### src/rtl/lssc_pkg.sv
package lssc_pkg;

    localparam int REF_W    = 20;
    localparam int CONF_W   = 3;
    localparam int LAT_W    = 16;
    localparam int LOSS_W   = 15;
    localparam int JIT_W    = 16;
    localparam int THR_W    = 24;
    localparam int STAGE_W  = 3;
    localparam int STRESS_W = 7;
    localparam int SCORE_W  = 14;
    localparam int SUM_W    = 20;
    localparam int NUM_W    = 34;
    localparam int QUO_W    = 14;
    localparam int STEP_W   = 4;

    typedef enum logic [1:0] {
        FUNC_LAT_OBS = 2'd0,
        FUNC_DIRECT  = 2'd1,
        FUNC_THR     = 2'd2,
        FUNC_TICK    = 2'd3
    } t_func;

    localparam logic CFG_REF     = 1'b0;
    localparam logic CFG_CONFIRM = 1'b1;

    localparam logic [SCORE_W-1:0]  SCORE_MAX  = 14'd10000;
    localparam logic [LAT_W-1:0]    LAT_SAT    = 16'd1000;
    localparam logic [JIT_W-1:0]    JIT_SAT    = 16'd200;
    localparam logic [LAT_W-1:0]    LOSS_TH_HI = 16'd800;
    localparam logic [LAT_W-1:0]    LOSS_TH_MD = 16'd400;
    localparam logic [LAT_W-1:0]    LOSS_TH_LO = 16'd150;
    localparam logic [LOSS_W-1:0]   LOSS_EST_HI = 15'sd6000;
    localparam logic [LOSS_W-1:0]   LOSS_EST_MD = 15'sd3000;
    localparam logic [LOSS_W-1:0]   LOSS_EST_LO = 15'sd1000;
    // 2^34 / 10000 rounded up, exact for sums below 2^20
    localparam logic [20:0]         RECIP_10K  = 21'd1717987;
    localparam int                  RECIP_SH   = 34;

    localparam logic [STAGE_W-1:0]  STAGE_1 = 3'd1;
    localparam logic [STAGE_W-1:0]  STAGE_2 = 3'd2;
    localparam logic [STAGE_W-1:0]  STAGE_3 = 3'd3;
    localparam logic [STAGE_W-1:0]  STAGE_4 = 3'd4;
    localparam logic [STAGE_W-1:0]  STAGE_5 = 3'd5;
    localparam logic [STAGE_W-1:0]  STAGE_6 = 3'd6;

    typedef enum logic [6:0] {
        S_IDLE  = 7'b0000001,
        S_MUL   = 7'b0000010,
        S_DINIT = 7'b0000100,
        S_DIV   = 7'b0001000,
        S_SUM   = 7'b0010000,
        S_SCALE = 7'b0100000,
        S_OUT   = 7'b1000000
    } t_state;

    typedef struct packed {
        logic accept;
        logic mul;
        logic div_init;
        logic div_step;
        logic sum;
        logic scale;
        logic out_load;
        logic out_tick;
    } t_cmd;

    function automatic logic [STAGE_W-1:0] stage_of(input logic [STRESS_W-1:0] s);
        logic [STAGE_W-1:0] st;
        if (s >= 7'd80)      st = STAGE_6;
        else if (s >= 7'd60) st = STAGE_5;
        else if (s >= 7'd40) st = STAGE_4;
        else if (s >= 7'd25) st = STAGE_3;
        else if (s >= 7'd12) st = STAGE_2;
        else                 st = STAGE_1;
        return st;
    endfunction

endpackage

### src/rtl/lssc_ctrl.sv
module lssc_ctrl import lssc_pkg::*; (
    input  logic         i_clk,
    input  logic         i_rst_n,
    input  logic         i_in_valid,
    input  logic [1:0]   i_func,
    input  logic         i_out_stall,
    output logic         o_in_stall,
    output logic         o_out_valid,
    output t_cmd         o_cmd
);

    t_state              r_state, n_state;
    logic [STEP_W-1:0]   r_cnt, n_cnt;
    logic                r_out_valid, n_out_valid;
    logic                out_free;
    logic                accept;

    assign out_free   = !r_out_valid || !i_out_stall;
    assign o_in_stall = (r_state != S_IDLE) || (r_out_valid && i_out_stall);
    assign accept     = i_in_valid && !o_in_stall;
    assign o_out_valid = r_out_valid;

    always_comb begin
        n_state = r_state;
        n_cnt   = r_cnt;
        o_cmd   = '0;
        case (r_state)
            S_IDLE: begin
                if (accept) begin
                    o_cmd.accept = 1'b1;
                    if (t_func'(i_func) == FUNC_TICK) begin
                        n_state = S_MUL;
                    end else begin
                        o_cmd.out_load = 1'b1;
                    end
                end
            end
            S_MUL: begin
                o_cmd.mul = 1'b1;
                n_state   = S_DINIT;
            end
            S_DINIT: begin
                o_cmd.div_init = 1'b1;
                n_cnt          = '0;
                n_state        = S_DIV;
            end
            S_DIV: begin
                o_cmd.div_step = 1'b1;
                n_cnt          = r_cnt + 1'b1;
                if (r_cnt == STEP_W'(QUO_W - 1)) begin
                    n_state = S_SUM;
                end
            end
            S_SUM: begin
                o_cmd.sum = 1'b1;
                n_state   = S_SCALE;
            end
            S_SCALE: begin
                o_cmd.scale = 1'b1;
                n_state     = S_OUT;
            end
            S_OUT: begin
                // stage filter and result load share this cycle
                if (out_free) begin
                    o_cmd.out_load = 1'b1;
                    o_cmd.out_tick = 1'b1;
                    n_state        = S_IDLE;
                end
            end
            default: begin
                n_state = S_IDLE;
            end
        endcase
    end

    always_comb begin
        n_out_valid = r_out_valid;
        if (o_cmd.out_load) begin
            n_out_valid = 1'b1;
        end else if (!i_out_stall) begin
            n_out_valid = 1'b0;
        end
    end

    always_ff @(posedge i_clk) begin
        if (!i_rst_n) begin
            r_state     <= S_IDLE;
            r_cnt       <= '0;
            r_out_valid <= 1'b0;
        end else begin
            r_state     <= n_state;
            r_cnt       <= n_cnt;
            r_out_valid <= n_out_valid;
        end
    end

endmodule

### src/rtl/lssc_dp.sv
module lssc_dp import lssc_pkg::*; (
    input  logic                 i_clk,
    input  logic                 i_rst_n,
    input  t_cmd                 i_cmd,
    input  logic                 i_cfg_we,
    input  logic                 i_cfg_index,
    input  logic [REF_W-1:0]     i_cfg_data,
    input  logic [1:0]           i_func,
    input  logic [LAT_W-1:0]     i_latency_ms,
    input  logic [LOSS_W-1:0]    i_loss_hundredths,
    input  logic [JIT_W-1:0]     i_jitter_ms,
    input  logic [THR_W-1:0]     i_throughput_bps,
    output logic [STAGE_W-1:0]   o_stage,
    output logic [STRESS_W-1:0]  o_stress,
    output logic                 o_stage_changed
);

    logic [REF_W-1:0]     r_ref;
    logic [CONF_W-1:0]    r_confirm;
    logic [LAT_W-1:0]     r_lat, r_prev;
    logic [LOSS_W-1:0]    r_loss;
    logic [JIT_W-1:0]     r_jit;
    logic [THR_W-1:0]     r_thr;
    logic [STRESS_W-1:0]  r_stress;
    logic [STAGE_W-1:0]   r_conf, r_cand;
    logic [CONF_W-1:0]    r_agree;
    logic [NUM_W-1:0]     r_num;
    logic [REF_W-1:0]     r_rem;
    logic [QUO_W-1:0]     r_low;
    logic [QUO_W-1:0]     r_quo;
    logic [SUM_W-1:0]     r_sum;
    logic [STAGE_W-1:0]   r_o_stage;
    logic [STRESS_W-1:0]  r_o_stress;
    logic                 r_o_changed;

    logic [LAT_W-1:0]     lat_step;
    logic [LOSS_W-1:0]    est_loss;
    logic [REF_W-1:0]     tp_diff;
    logic [REF_W:0]       trial;
    logic                 trial_ge;
    logic [SCORE_W-1:0]   lat_s, loss_s, jit_s, tp_s;
    logic [SUM_W-1:0]     sum_v;
    logic [40:0]          scaled;
    logic [STAGE_W-1:0]   target;
    logic [STAGE_W-1:0]   n_conf, n_cand;
    logic [CONF_W-1:0]    n_agree;
    logic                 n_changed;

    // latency observation
    assign lat_step = (i_latency_ms >= r_prev) ? (i_latency_ms - r_prev)
                                               : (r_prev - i_latency_ms);
    always_comb begin
        if (i_latency_ms > LOSS_TH_HI)      est_loss = LOSS_EST_HI;
        else if (i_latency_ms > LOSS_TH_MD) est_loss = LOSS_EST_MD;
        else if (i_latency_ms > LOSS_TH_LO) est_loss = LOSS_EST_LO;
        else                                est_loss = '0;
    end

    // restoring divider, one quotient bit per step
    assign tp_diff  = r_ref - r_thr[REF_W-1:0];
    assign trial    = {r_rem, r_low[QUO_W-1]};
    assign trial_ge = trial >= {1'b0, r_ref};

    // clamped scores in hundredths
    always_comb begin
        lat_s = (r_lat > LAT_SAT) ? SCORE_MAX : SCORE_W'(r_lat * 16'd10);
        jit_s = (r_jit > JIT_SAT) ? SCORE_MAX : SCORE_W'(r_jit * 16'd50);
        if (r_loss[LOSS_W-1])
            loss_s = '0;
        else if (r_loss[LOSS_W-2:0] > SCORE_MAX)
            loss_s = SCORE_MAX;
        else
            loss_s = r_loss[LOSS_W-2:0];
        if (r_thr == '0)
            tp_s = SCORE_MAX;
        else if (r_thr >= {{(THR_W-REF_W){1'b0}}, r_ref})
            tp_s = '0;
        else
            tp_s = r_quo;
    end

    assign sum_v = SUM_W'(lat_s) * 20'd35 + SUM_W'(loss_s) * 20'd35
                 + SUM_W'(jit_s) * 20'd10 + SUM_W'(tp_s) * 20'd20;

    assign scaled = 41'(r_sum) * 41'(RECIP_10K);

    // stage filter
    assign target = stage_of(r_stress);
    always_comb begin
        n_conf    = r_conf;
        n_cand    = r_cand;
        n_agree   = r_agree;
        n_changed = 1'b0;
        if (target != r_conf) begin
            if (target == r_cand) begin
                if (r_agree != 3'd7) n_agree = r_agree + 1'b1;
            end else begin
                n_cand  = target;
                n_agree = 3'd1;
            end
            if (n_agree >= r_confirm) begin
                n_conf    = target;
                n_agree   = '0;
                n_changed = 1'b1;
            end
        end else begin
            n_agree = '0;
        end
    end

    always_ff @(posedge i_clk) begin
        if (!i_rst_n) begin
            r_ref     <= 20'd600;
            r_confirm <= 3'd2;
            r_lat     <= '0;
            r_prev    <= '0;
            r_loss    <= '0;
            r_jit     <= '0;
            r_thr     <= '0;
            r_stress  <= '0;
            r_conf    <= STAGE_1;
            r_cand    <= STAGE_1;
            r_agree   <= '0;
        end else begin
            if (i_cfg_we) begin
                case (i_cfg_index)
                    CFG_REF:     r_ref     <= i_cfg_data;
                    CFG_CONFIRM: r_confirm <= i_cfg_data[CONF_W-1:0];
                    default:     ;
                endcase
            end
            if (i_cmd.accept) begin
                case (t_func'(i_func))
                    FUNC_LAT_OBS: begin
                        r_lat  <= i_latency_ms;
                        r_prev <= i_latency_ms;
                        r_loss <= est_loss;
                        r_jit  <= lat_step;
                    end
                    FUNC_DIRECT: begin
                        r_lat  <= i_latency_ms;
                        r_loss <= i_loss_hundredths;
                        r_jit  <= i_jitter_ms;
                    end
                    FUNC_THR: begin
                        r_thr <= i_throughput_bps;
                    end
                    default: ;
                endcase
            end
            if (i_cmd.scale) begin
                r_stress <= scaled[RECIP_SH +: STRESS_W];
            end
            if (i_cmd.out_load && i_cmd.out_tick) begin
                r_conf  <= n_conf;
                r_cand  <= n_cand;
                r_agree <= n_agree;
            end
        end
    end

    always_ff @(posedge i_clk) begin
        if (i_cmd.mul) begin
            r_num <= NUM_W'(tp_diff) * NUM_W'(SCORE_MAX);
        end
        if (i_cmd.div_init) begin
            // quotient stays below 2^14, so the top part is already below the divisor
            r_rem <= r_num[NUM_W-1:QUO_W];
            r_low <= r_num[QUO_W-1:0];
            r_quo <= '0;
        end else if (i_cmd.div_step) begin
            r_rem <= trial_ge ? REF_W'(trial - {1'b0, r_ref}) : trial[REF_W-1:0];
            r_low <= {r_low[QUO_W-2:0], 1'b0};
            r_quo <= {r_quo[QUO_W-2:0], trial_ge};
        end
        if (i_cmd.sum) begin
            r_sum <= sum_v;
        end
        if (i_cmd.out_load) begin
            r_o_stage   <= i_cmd.out_tick ? n_conf : r_conf;
            r_o_stress  <= r_stress;
            r_o_changed <= i_cmd.out_tick & n_changed;
        end
    end

    assign o_stage         = r_o_stage;
    assign o_stress        = r_o_stress;
    assign o_stage_changed = r_o_changed;

endmodule

### src/rtl/link_stress_stage_classifier_unit.sv
// Link stress stage classifier. Each transfer on the input channel is a latency
// observation, a direct metrics update, a throughput update or an evaluation tick,
// and each one yields exactly one result transfer carrying the confirmed stage
// (1 to 6), the last stress index (0 to 100) and a flag set when a tick confirmed a
// new stage. A metric update loads its result in the cycle it is accepted. For a tick,
// the throughput score comes from a restoring divider that resolves one quotient bit
// per cycle, followed by the weighted sum, the scaling to 0..100 and the stage
// filter. The unit handles one item at a time, and a result held by output stall
// also holds off the next input until that result has gone.
// Register 0 is the reference throughput, register 1 the number of agreeing ticks
// needed; write them only while the unit is idle.
module link_stress_stage_classifier_unit import lssc_pkg::*; (
    input  logic                 i_clk,
    input  logic                 i_rst_n,
    input  logic                 i_cfg_we,
    input  logic                 i_cfg_index,
    input  logic [REF_W-1:0]     i_cfg_data,
    input  logic                 i_in_valid,
    output logic                 o_in_stall,
    input  logic [1:0]           i_func,
    input  logic [LAT_W-1:0]     i_latency_ms,
    input  logic [LOSS_W-1:0]    i_loss_hundredths,
    input  logic [JIT_W-1:0]     i_jitter_ms,
    input  logic [THR_W-1:0]     i_throughput_bps,
    output logic                 o_out_valid,
    input  logic                 i_out_stall,
    output logic [STAGE_W-1:0]   o_stage,
    output logic [STRESS_W-1:0]  o_stress,
    output logic                 o_stage_changed
);

    t_cmd cmd;

    lssc_ctrl u_ctrl (
        .i_clk       (i_clk),
        .i_rst_n     (i_rst_n),
        .i_in_valid  (i_in_valid),
        .i_func      (i_func),
        .i_out_stall (i_out_stall),
        .o_in_stall  (o_in_stall),
        .o_out_valid (o_out_valid),
        .o_cmd       (cmd)
    );

    lssc_dp u_dp (
        .i_clk             (i_clk),
        .i_rst_n           (i_rst_n),
        .i_cmd             (cmd),
        .i_cfg_we          (i_cfg_we),
        .i_cfg_index       (i_cfg_index),
        .i_cfg_data        (i_cfg_data),
        .i_func            (i_func),
        .i_latency_ms      (i_latency_ms),
        .i_loss_hundredths (i_loss_hundredths),
        .i_jitter_ms       (i_jitter_ms),
        .i_throughput_bps  (i_throughput_bps),
        .o_stage           (o_stage),
        .o_stress          (o_stress),
        .o_stage_changed   (o_stage_changed)
    );

endmodule

### config.mk
export PLATFORM = sky130hd
export DESIGN_NAME = link_stress_stage_classifier_unit
export DESIGN_NICKNAME = d
export VERILOG_FILES = /design/src/rtl/lssc_pkg.sv /design/src/rtl/lssc_ctrl.sv /design/src/rtl/lssc_dp.sv /design/src/rtl/link_stress_stage_classifier_unit.sv
export SDC_FILE = /design/constraint.sdc
export NUM_CORES = 2
export LEC_CHECK = 0
export ABC_AREA = 1
export ABC_CLOCK_PERIOD_IN_PS = 19920
export BUFFER_PORTS_ARGS = -buffer_cell sky130_fd_sc_hd__buf_2
export CAP_MARGIN = 20
export CORE_MARGIN = 2
export CORE_UTILIZATION = 40
export DETAILED_ROUTE_END_ITERATION = 10
export HOLD_SLACK_MARGIN = 0.12
export PLACE_DENSITY = 0.51
export SYNTH_ARGS = -nofsm -noshare
export SYNTH_HDL_FRONTEND = slang
export SYNTH_SLANG_ARGS = --single-unit
### constraint.sdc
create_clock -name i_clk -period 19.92 [get_ports i_clk]
set_input_delay 0 -clock i_clk [delete_from_list [all_inputs] [get_ports i_clk]]
set_output_delay 0 -clock i_clk [all_outputs]
set_load 0.1 [all_outputs]
==> flow_summary.yaml <==
status:
  status: "complete, no violations"
floorplanning:
  core_area_um2: 79100
  top_level_ports: 112
  dieArea_um2: 82200
  die_w_um: 287
  rows: 103
  die_h_um: 287
  start_util: 0.404
route:
  drc: 0
  viasPerCell: 4.90
  top_layer: "met5"
  drt_iter0_markers: 1416
  met3_length_mm: 4.22
  routed_wl_mm: 88.9
  postRouteAntennaNets: 0
  wl_per_cell_um: 16.5
  vias: 26343
  wl_met2_mm: 40.1
  drt_first_pass_iters: 5
  met1_length_mm: 42.5
grt:
  grt_pass1_vias: 26675
  grt_util_all_layers: 0.221
  grt_max_degree: 72
  grt_overflow: 0
  grt_pass1_wl_mm: 144
  antenna_found_initial: 1
placed_design:
  dp_hpwl_mm: 74.9
  gp_congestion: 0.916
  place_area_um2: 33600
  dpl.cell_count: 5159
  numPortBuffers: 111
logic_synthesis:
  syn-cell-area_um2: 32000
  netlist_instances: 4056
  netlist_top_cells_area: "ha_1 21%, fa_1 18%, inv_1 11%"
  synth_top_cell_area_share: 0.213
  synth-edff-count: 91
  yosysMostFrequentCell: "inv_1"
  synth_ff_type: "dfxtp_1"
  synthArstFlopShare: 0
  synth_top_cell_by_area: "ha_1"
  synth-seq-area-share: 0.181
  syn_nets: 4991
  synth_cell_types: 51
  synth_area_per_cell_um2: 7.89
  ys_ff_latch: 243
  yosysWarnings: 0
  synthTopCellsByCount: "908 x inv_1, 693 x nand2_1, 545 x ha_1"
cts:
  cts.clk_slew.worst_paths_ns: 0.06
  cts_tree: "built"
  clkLatencyLatePin_ns: 0.56
  cts_sinks: 243
  htreeDepth: 2
  cts-root-buf: "clkbuf_16"
  numCtsBuffers: 34
  clk_path_buf_depth: 3
setup_path:
  worst_path_max_delay_cell: "nand3_1"
  crit_arrival_ns: 8.66
  critical_path_class: "register to register"
  cp-end-kind: "register"
  path_common_cell: "inv_1"
  critical-path-max-stage-delay_ns: 0.54
  cp_max_fo: 13
  regToRegSetupSlack_ns: 11.56
  start_kind: "register"
  cp.required_ns: 20.21
cells_and_area:
  fin_area_um2: 36300
  area_delta_synth_final_pct: 13.5
  drive_above_1_share: 0.0483
  fin_nets: 5241
  fin_cells: 5381
timing:
  setup_violations: 0
  fmax_mhz: 120
  hold_viol: 0
  slew_headroom: 0.373
  worstMarginPinSlew_ns: 0.938
  min_period_over_period: 0.420
  min_period_ns: 8.36
  final_max_slew_viol_count: 0
  fin_setup_tns_ns: 0
  rsz0062_at_grt: "false"
  holdWs_ns: 0.152
  skew_ns: 0.0366
run:
  cap_viol_max_count: 0
min_path:
  min_path_type: "input port to register"
[path summary, 6_finish.rpt]
path         depth (start not counted)          endpoint        startpoint
max reg2reg                         34    u_dp.r_sum[15]    u_dp.r_thr[15]
min reg2reg                          0  u_dp.o_stress[0]  u_dp.r_stress[0]
max                                 34    u_dp.r_sum[15]    u_dp.r_thr[15]
min                                  6     u_dp.r_jit[4]         i_func[1]
[stage by stage]
| step | setup slack, ns | util |
|---|---|---|
| 6_report | 11.56 | 0.459 |
| 5_1_grt | 10.88 | 0.459 |
| 4_1_cts | 11.58 | 0.459 |
| 3_5_place_dp | 11.61 | 0.425 |
| 3_3_place_gp | 11.63 | 0.425 |
| 2_1_floorplan | 12.58 | - |
[metal layers]
layer  up-vias  global-route usage
met4         2              0.0544
met3       102              0.0306
met5         -                   0
met1     12307               0.309
met2       467               0.360
li1      13465                   -
[what timing repair did]
item,in CTS,in global routing
endpoints found under the hold margin,117,0
resized for setup,0,0
hold buffers,160,0
setup buffers,0,0
[cell usage in the layout, fill, tap and decap left out, drive strengths merged, types with 11 or more instances in the layout]
cell and instances:
a211oi 28, a21boi 11, a21o 20, a21oi 293, buf 123, clkbuf 47, dfxtp 152, dlygate4sd3 160
edfxtp 91, fa 291, ha 545, inv 914, nand2 695, nand3 147, nand4 52, nor2 250
nor3 49, nor4 18, o211ai 17, o21ai 214, o21bai 13, o22ai 14, or2 11, xnor2 48
xor2 80
[worst max-delay path, delay by kind of cell (launching register included)]
kind / cells / cell delay [ns]
DFF: 1 / 0.33
and+or+nand+nor: 8 / 1.43
buffers and inverters: 8 / 0.50
xor gates and xnor gates: 1 / 0.16
adders and majority gates: 10 / 4.07
AOI/OAI and AO/OA: 7 / 1.61
[cell families after synthesis]
logic type / after synthesis / synth area share
AND/OR/NAND/NOR: 1239 / 0.163
adder cells (fa/ha/maj): 836 / 0.395
buffers and inverters: 979 / 0.118
flip-flops: 243 / 0.181
XOR/XNOR: 128 / 0.0350
AO/OA/AOI/OAI: 631 / 0.108
[state kept, by name (all words and copies together) (netlist names)]
| name | cells |
|---|---|
| u_dp.r_sum | 20 |
| u_dp.r_prev | 16 |
| u_dp.r_lat | 16 |
| u_ctrl.o_out_valid | 1 |
| u_dp.o_stress | 7 |
| u_dp.r_stress | 7 |
| u_dp.r_jit | 16 |
| u_ctrl.r_cnt | 4 |
| u_ctrl.r_state | 7 |
| u_dp.r_ref | 20 |
| u_dp.r_cand | 3 |
| u_dp.r_conf | 3 |
| u_dp.r_num | 30 |
| u_dp.r_agree | 3 |
| u_dp.o_stage_changed | 1 |
| u_dp.r_low | 10 |
| u_dp.r_confirm | 3 |
| u_dp.o_stage | 3 |
| u_dp.r_thr | 24 |
| u_dp.r_rem | 20 |
| u_dp.r_loss | 15 |
| u_dp.r_quo | 14 |
[final cells by class]
cell class              count  area, um^2
inverters                 910        3420
repair buffers            283        2260
clock inverters            13        80.1
well taps                1050        1310
fillers                  8074       42800
flip-flops and latches    243        5780
clock buffers              47        1000
diodes                      1        2.50
multi-input cells        2834       22500
Power is left out: the tool's default activity adds up to more than one toggle a clock period on the data nets, which glitch-free logic cannot reach.
